### config.mk
export PLATFORM = sky130hd
export DESIGN_NAME = time_ordered_event_queue
export DESIGN_NICKNAME = d
export VERILOG_FILES = /design/src/hw/rtl/toeq_pkg.sv /design/src/hw/rtl/toeq_cell.sv /design/src/hw/rtl/time_ordered_event_queue.sv
export SDC_FILE = /design/constraint.sdc
export NUM_CORES = 2
export LEC_CHECK = 0
export ABC_AREA = 1
export BUFFER_PORTS_ARGS = -buffer_cell sky130_fd_sc_hd__buf_2
export CAP_MARGIN = 0
export CORE_ASPECT_RATIO = 0.5
export CORE_MARGIN = 8
export CORE_UTILIZATION = 63
export CTS_CLUSTER_SIZE = 12
export DETAILED_ROUTE_END_ITERATION = 8
export PLACE_DENSITY = 0.77
export RECOVER_POWER = 25
export SLEW_MARGIN = 25
export SYNTH_ARGS = -nofsm -noshare
export SYNTH_HDL_FRONTEND = slang
export SYNTH_SLANG_ARGS = --single-unit
### constraint.sdc
create_clock -name clk_i -period 10.6 [get_ports clk_i]
set_clock_uncertainty 0.05 [all_clocks]
set_input_delay 1.06 -clock clk_i [delete_from_list [all_inputs] [get_ports clk_i]]
set_output_delay 1.06 -clock clk_i [all_outputs]
set_load 0.05 [all_outputs]
### src/hw/rtl/toeq_pkg.sv
// Types, constants and tag helpers for the time-ordered event queue.
// Used by toeq_cell, time_ordered_event_queue and toeq_checker.
`timescale 1ns / 1ps

package toeq_pkg;

  localparam int Depth = 16;
  localparam int TagW  = 16;
  localparam int CntW  = $clog2(Depth + 1);

  localparam logic OpInsert = 1'b0;
  localparam logic OpPop    = 1'b1;

  localparam logic [1:0] StInserted = 2'd0;
  localparam logic [1:0] StPopped   = 2'd1;
  localparam logic [1:0] StEmpty    = 2'd2;
  localparam logic [1:0] StFull     = 2'd3;

  typedef struct packed {
    logic               operation;
    logic signed [31:0] event_time;
    logic [15:0]        event_tag;
  } in_t;

  typedef struct packed {
    logic [1:0]         status;
    logic signed [31:0] popped_time;
    logic [15:0]        popped_tag;
    logic [CntW-1:0]    entry_count;
  } out_t;

  typedef struct packed {
    logic signed [31:0] evt_time;
    logic [TagW-1:0]    evt_tag;
  } entry_t;

  // Broadcast from the top level to every cell in the chain.
  typedef struct packed {
    logic   ins;
    logic   pop;
    entry_t new_entry;
  } cell_ctrl_t;

  function automatic logic [TagW-1:0] tag_store(input logic [15:0] g);
    logic [31:0]     w;
    logic [TagW-1:0] r;
    w = {16'b0, g};
    for (int i = 0; i < TagW; i++) begin
      r[i] = w[i];
    end
    return r;
  endfunction

  function automatic logic [15:0] tag_load(input logic [TagW-1:0] s);
    logic [31:0] w;
    w = '0;
    for (int i = 0; i < TagW; i++) begin
      w[i] = s[i];
    end
    return w[15:0];
  endfunction

endpackage

### src/hw/rtl/toeq_cell.sv
// One slot of the sorted shift-register queue.
// Depends on toeq_pkg for the entry and control types.
`timescale 1ns / 1ps

module toeq_cell (
  input  logic                  clk_i,
  input  toeq_pkg::cell_ctrl_t  ctrl_i,
  input  logic                  occ_i,
  input  logic                  left_keep_i,
  input  toeq_pkg::entry_t      left_i,
  input  toeq_pkg::entry_t      right_i,
  output logic                  keep_o,
  output toeq_pkg::entry_t      entry_o
);

  toeq_pkg::entry_t entry_q, entry_d;

  // An occupied slot with an equal or earlier time stays put on insert.
  assign keep_o = occ_i && (entry_q.evt_time <= ctrl_i.new_entry.evt_time);

  always_comb begin
    entry_d = entry_q;
    if (ctrl_i.ins) begin
      if (keep_o) begin
        entry_d = entry_q;
      end else if (left_keep_i) begin
        entry_d = ctrl_i.new_entry;
      end else begin
        entry_d = left_i;
      end
    end else if (ctrl_i.pop) begin
      entry_d = right_i;
    end
  end

  always_ff @(posedge clk_i) begin
    entry_q <= entry_d;
  end

  assign entry_o = entry_q;

endmodule

### src/hw/rtl/time_ordered_event_queue.sv
// Time-ordered event queue: top level with the cell chain and output buffering.
// Depends on toeq_pkg and toeq_cell.
`timescale 1ns / 1ps
//
// Usage:
//   Input channel (in_valid_i / in_stall_o / in_data_i) carries one request per
//   transaction: operation 0 inserts event_time/event_tag, operation 1 pops the
//   entry with the smallest time. Equal times leave in arrival order.
//   Output channel (out_valid_o / out_stall_i / out_data_o) returns one result
//   per request: status, popped time and tag (zero unless popped) and the count
//   of stored entries after the request.
//   Each accepted request's result is registered before it reaches the output.
//   Throughput is one request per cycle while in_stall_o is low: every cell
//   compares its own time with the incoming time in parallel and shifts by one
//   slot, so the cell update sets the rate.
//   An insert into a full queue is dropped with status full; a pop on an empty
//   queue reports status empty and changes nothing.
//   Reset empties the queue at once; no clearing pass is needed.
//   When the receiver stalls, the result is held in the output register and one
//   more result goes to a skid register; in_stall_o rises only while the skid
//   register is occupied.

module time_ordered_event_queue (
  input  logic           clk_i,
  input  logic           rst_ni,
  input  logic           in_valid_i,
  output logic           in_stall_o,
  input  toeq_pkg::in_t  in_data_i,
  output logic           out_valid_o,
  input  logic           out_stall_i,
  output toeq_pkg::out_t out_data_o
);

  logic [toeq_pkg::CntW-1:0] count_q, count_d;
  logic                      out_valid_q, out_valid_d;
  logic                      skid_valid_q, skid_valid_d;
  toeq_pkg::out_t            out_q, out_d;
  toeq_pkg::out_t            skid_q, skid_d;
  toeq_pkg::out_t            result;
  toeq_pkg::cell_ctrl_t      ctrl;
  toeq_pkg::entry_t          entries [toeq_pkg::Depth];
  logic [toeq_pkg::Depth-1:0] keep;
  logic                      in_acc, out_fire, is_full, is_empty;

  assign in_acc   = in_valid_i && !skid_valid_q;
  assign out_fire = out_valid_q && !out_stall_i;
  assign is_full  = (count_q == toeq_pkg::CntW'(toeq_pkg::Depth));
  assign is_empty = (count_q == '0);

  assign ctrl.ins = in_acc && (in_data_i.operation == toeq_pkg::OpInsert) && !is_full;
  assign ctrl.pop = in_acc && (in_data_i.operation == toeq_pkg::OpPop) && !is_empty;
  assign ctrl.new_entry.evt_time = in_data_i.event_time;
  assign ctrl.new_entry.evt_tag  = toeq_pkg::tag_store(in_data_i.event_tag);

  for (genvar g = 0; g < toeq_pkg::Depth; g++) begin : gen_cell
    logic             occ, left_keep;
    toeq_pkg::entry_t left_e, right_e;

    assign occ = (toeq_pkg::CntW'(g) < count_q);

    if (g == 0) begin : gen_head
      assign left_keep = 1'b1;
      assign left_e    = ctrl.new_entry;
    end else begin : gen_body
      assign left_keep = keep[g-1];
      assign left_e    = entries[g-1];
    end

    if (g == toeq_pkg::Depth - 1) begin : gen_tail
      assign right_e = entries[g];
    end else begin : gen_mid
      assign right_e = entries[g+1];
    end

    toeq_cell u_cell (
      .clk_i       (clk_i),
      .ctrl_i      (ctrl),
      .occ_i       (occ),
      .left_keep_i (left_keep),
      .left_i      (left_e),
      .right_i     (right_e),
      .keep_o      (keep[g]),
      .entry_o     (entries[g])
    );
  end

  always_comb begin
    count_d = count_q;
    if (ctrl.ins) begin
      count_d = count_q + 1'b1;
    end else if (ctrl.pop) begin
      count_d = count_q - 1'b1;
    end
  end

  always_comb begin
    result.popped_time = '0;
    result.popped_tag  = '0;
    result.entry_count = count_d;
    if (in_data_i.operation == toeq_pkg::OpInsert) begin
      result.status = is_full ? toeq_pkg::StFull : toeq_pkg::StInserted;
    end else if (is_empty) begin
      result.status = toeq_pkg::StEmpty;
    end else begin
      result.status      = toeq_pkg::StPopped;
      result.popped_time = entries[0].evt_time;
      result.popped_tag  = toeq_pkg::tag_load(entries[0].evt_tag);
    end
  end

  // Output register backed by a one-deep skid register.
  always_comb begin
    out_d        = out_q;
    skid_d       = skid_q;
    out_valid_d  = out_valid_q;
    skid_valid_d = skid_valid_q;
    if (out_fire || !out_valid_q) begin
      if (skid_valid_q) begin
        out_d        = skid_q;
        out_valid_d  = 1'b1;
        skid_valid_d = 1'b0;
      end else begin
        out_d       = result;
        out_valid_d = in_acc;
      end
    end else if (in_acc) begin
      skid_d       = result;
      skid_valid_d = 1'b1;
    end
  end

  always_ff @(posedge clk_i or negedge rst_ni) begin
    if (!rst_ni) begin
      count_q      <= '0;
      out_valid_q  <= 1'b0;
      skid_valid_q <= 1'b0;
    end else begin
      count_q      <= count_d;
      out_valid_q  <= out_valid_d;
      skid_valid_q <= skid_valid_d;
    end
  end

  always_ff @(posedge clk_i) begin
    out_q  <= out_d;
    skid_q <= skid_d;
  end

  assign in_stall_o  = skid_valid_q;
  assign out_valid_o = out_valid_q;
  assign out_data_o  = out_q;

endmodule

==> summary.txt <==
failing checks - capacitance limit, slew limit
kind of start point of the critical path - input port
Final Routed Wirelength - 188000 um
GP Congestion - 1.01
area of the placeable core - 91100 um^2
class of the most critical setup path - in2reg
leading area contributor after synthesis - sky130_fd_sc_hd__edfxtp_1
number of cell instances on the worst register-to-register path - 10
vias in the first global route - 45900
worst supply voltage drop on vdd - 0.224 mV
syn_nets - 8179
antenna viol nets, final - 0
synthesized area per cell - 7.64 um^2
number of sinks driven by the clock tree - 885
H-Tree Level Count - 3
root buffer cell - sky130_fd_sc_hd__clkbuf_16
post-layout utilization of the core - 67.3%
summed negative setup slack over all endpoints - 0 ps
worst min path class - in2async
area after detailed placement - 59100 um^2
Clock Latency Late Sink - 710 ps
cts-stage hold buffer count - 0
Syn. warnings - 0
#FFs+latches synth - 885
number of design rule violations left after detail routing - 0
CP required - 11080 ps
area of the mapped netlist - 58200 um^2
setup repair bufs after CTS - 0
Reg2Reg Setup Slack - 3010 ps
number of max-cap violations - 7
number of detailed-route iterations in the first pass - 6
number of max-slew violations in the final report - 342
Sequential Area - 26500 um^2
Detailed Place HPWL - 122000 um
Avg WL per Cell - 21.3 um
global route overflow - 0
worst reg2reg startpoint - gen_cell[14].u_cell.entry_o[47]
largest cells by area after synthesis - sky130_fd_sc_hd__edfxtp_1 (45%), sky130_fd_sc_hd__nand2_1 (27%), sky130_fd_sc_hd__ha_1 (11%), sky130_fd_sc_hd__inv_1 (5.5%), sky130_fd_sc_hd__a21oi_1 (1.9%)
total I/O pin count - 110
total of fill cells in the finished design - 7854
shortest period the worst path allows - 8040 ps
horizontal die dimension - 446 um
critical register-to-register path endpoint - gen_cell[15].u_cell.entry_o[38]
Syn Inst Count - 7611
fin crit share - 75.9%
buffers added on ports - 109
transition time at the pin with the least slew margin - 4390 ps
arrival time worst endpoint - 8530 ps
area of combinational cells with multiple inputs - 26500 um^2
Hold Fails Final Rpt - 0
post-detailed-route via-to-cell ratio - 5.62
f_max - 124 MHz
Clock Path Buffers - 3
fraction of layout cells with a size suffix above 1 - 3.58%
number of different library cells in the post-synthesis netlist - 37
count of nets after finishing - 8131
clock tree from TritonCTS - done
final instance area - 61300 um^2
status - finished with violations
total number of placement rows - 78
Max transition margin - -193%
static leakage power - 34.5 nW
area added between synthesis and finish - 5.32%
Hold WS - 218 ps
count of vias placed by the detailed router - 49600
sort of element at the end of the critical path - flop
crit-path max FO - 49
Setup Viol. Count Final - 0
clock buffers created by TritonCTS - 87
global-route wire length before repair - 279000 um
sequential-to-total area share from yosys stat - 45.6%
Clk pin slew, worst setup/hold paths - 70 ps
Total Die Area - 103000 um^2
initial standard-cell utilization of the core - 63.9%
RSZ-0062 raised after global routing - false
top cell type's share of synthesized area - 45.3%
vertical die dimension - 231 um
Resize count post-CTS - 0
Power per Cell Area - 228 nW/um^2
antenna violations before repair - 7
maximum number of pins on one net before global-route repair - 193
overall routing resource usage - 35.5%
Iter 0 DRT Violations - 6326
how the worst max path moves through the flow:
stage | from | slack [ps] | end
2_1_floorplan | out_stall_i | 5290 | skid_q[0]
3_3_place_gp | in_data_i[47] | 4360 | gen_cell[0].u_cell.entry_o[17]
3_5_place_dp | in_data_i[47] | 4290 | gen_cell[0].u_cell.entry_o[18]
4_1_cts | in_data_i[47] | 5020 | gen_cell[0].u_cell.entry_o[17]
5_1_grt | in_data_i[47] | 2710 | gen_cell[15].u_cell.entry_o[39]
6_report | in_data_i[47] | 2560 | gen_cell[15].u_cell.entry_o[38]
per-stage QoR:
step | power, mW | setup slack, ps | std cells
after global placement | 10.7 | 4360 | 8713
after CTS | 13.8 | 5020 | 8836
after detailed placement | 10.8 | 4290 | 8713
final | 13.9 | 2560 | 8840
after floorplan | 9.03 | 5290 | 7611
after global routing | 14.6 | 2710 | 8839
routing by layer:
metal  track usage [%]  vias to the layer above  share of wire, %
met3              13.5                      414                15
met4              10.6                       16               2.9
met5              2.89                        -              0.27
met2              52.3                     3024                42
li1                  -                    23700                 -
met1              48.5                    22500                40
cell families after synthesis:
| logic type | share of synthesized area (%) |
|---|---|
| adders and majority gates | 11.1 |
| xor gates and xnor gates | 0.0452 |
| DFF | 45.6 |
| and+or+nand+nor | 31.1 |
| buffers and inverters | 8.59 |
| AOI/OAI and AO/OA | 3.55 |
critical path, cell delays in order:
cell	delay [ps]
sky130_fd_sc_hd__clkbuf_1	120
sky130_fd_sc_hd__inv_1	300
sky130_fd_sc_hd__ha_1	550
sky130_fd_sc_hd__nand2_1	110
sky130_fd_sc_hd__inv_1	80
sky130_fd_sc_hd__nand3_1	130
sky130_fd_sc_hd__nor4_1	930
sky130_fd_sc_hd__nand4_1	400
sky130_fd_sc_hd__nand3_1	250
sky130_fd_sc_hd__clkbuf_1	3100
sky130_fd_sc_hd__nand3_1	1170
sky130_fd_sc_hd__nand2_1	290
area by class of cell:
type	instances	share of cell area [%]
inverters	861	5.28
well taps	1240	2.53
repair buffers	173	1.57
multi-input cells	5555	43.3
flip-flops and latches	885	43.3
clock buffers	109	3.88
diodes	3	0.0123
clock inverters	14	0.137
cell usage in the layout (no fill, tap or decap), drive strengths merged, types with 12 or more instances in the layout:
cell type / n
nand2: 4288
edfxtp: 878
inv: 862
ha: 515
a21oi: 226
nor2: 194
clkbuf: 172
nand3: 115
buf: 110
o21ai: 92
nand4: 43
o21a: 33
a21o: 17
clkinv: 12
power by group:
part / internal (mW) / leakage, nW / total [mW] / switching, mW
logic: 1.46 / 24.8 / 5.46 / 4.00
clock network: 1.56 / 1.20 / 2.94 / 1.38
registers: 5.01 / 8.43 / 5.55 / 0.538
total: 8.03 / 34.5 / 13.9 / 5.92
synth_stat cells:
library cell and n:
sky130_fd_sc_hd__nand3_1 114, sky130_fd_sc_hd__nand2b_1 1, sky130_fd_sc_hd__nand3_2 1, sky130_fd_sc_hd__inv_2 4
sky130_fd_sc_hd__a21o_1 17, sky130_fd_sc_hd__inv_1 856, sky130_fd_sc_hd__nor4_1 1, sky130_fd_sc_hd__o22ai_1 2
sky130_fd_sc_hd__buf_2 116, sky130_fd_sc_hd__o21ai_0 90, sky130_fd_sc_hd__o21a_1 33, sky130_fd_sc_hd__nand4_1 43
sky130_fd_sc_hd__a21oi_1 226, sky130_fd_sc_hd__edfxtp_1 878, sky130_fd_sc_hd__o21ai_1 2, sky130_fd_sc_hd__nor2_2 4
sky130_fd_sc_hd__ha_1 515, sky130_fd_sc_hd__xor2_1 3, sky130_fd_sc_hd__nor3b_2 2, sky130_fd_sc_hd__dfrtp_1 7
sky130_fd_sc_hd__nand2_2 44, sky130_fd_sc_hd__nor3_1 3, sky130_fd_sc_hd__nor4_2 5, sky130_fd_sc_hd__o31ai_2 1
sky130_fd_sc_hd__clkinv_1 1, sky130_fd_sc_hd__buf_4 70, sky130_fd_sc_hd__nor3_2 2, sky130_fd_sc_hd__clkbuf_1 95
sky130_fd_sc_hd__nand3b_1 2, sky130_fd_sc_hd__o211ai_1 2, sky130_fd_sc_hd__nand2_1 4225, sky130_fd_sc_hd__buf_1 3
sky130_fd_sc_hd__a31oi_1 4, sky130_fd_sc_hd__o21bai_1 4, sky130_fd_sc_hd__nand2_4 19, sky130_fd_sc_hd__buf_6 26
sky130_fd_sc_hd__nor2_1 190
state kept, by name, indices dropped and copies added, names as in the netlist:
register,count
count_q,5
out_valid_o,1
skid_q,55
in_stall_o,1
out_data_o,55
gen_cell.u_cell.entry_o,768
(Power assumes the default switching activity.)
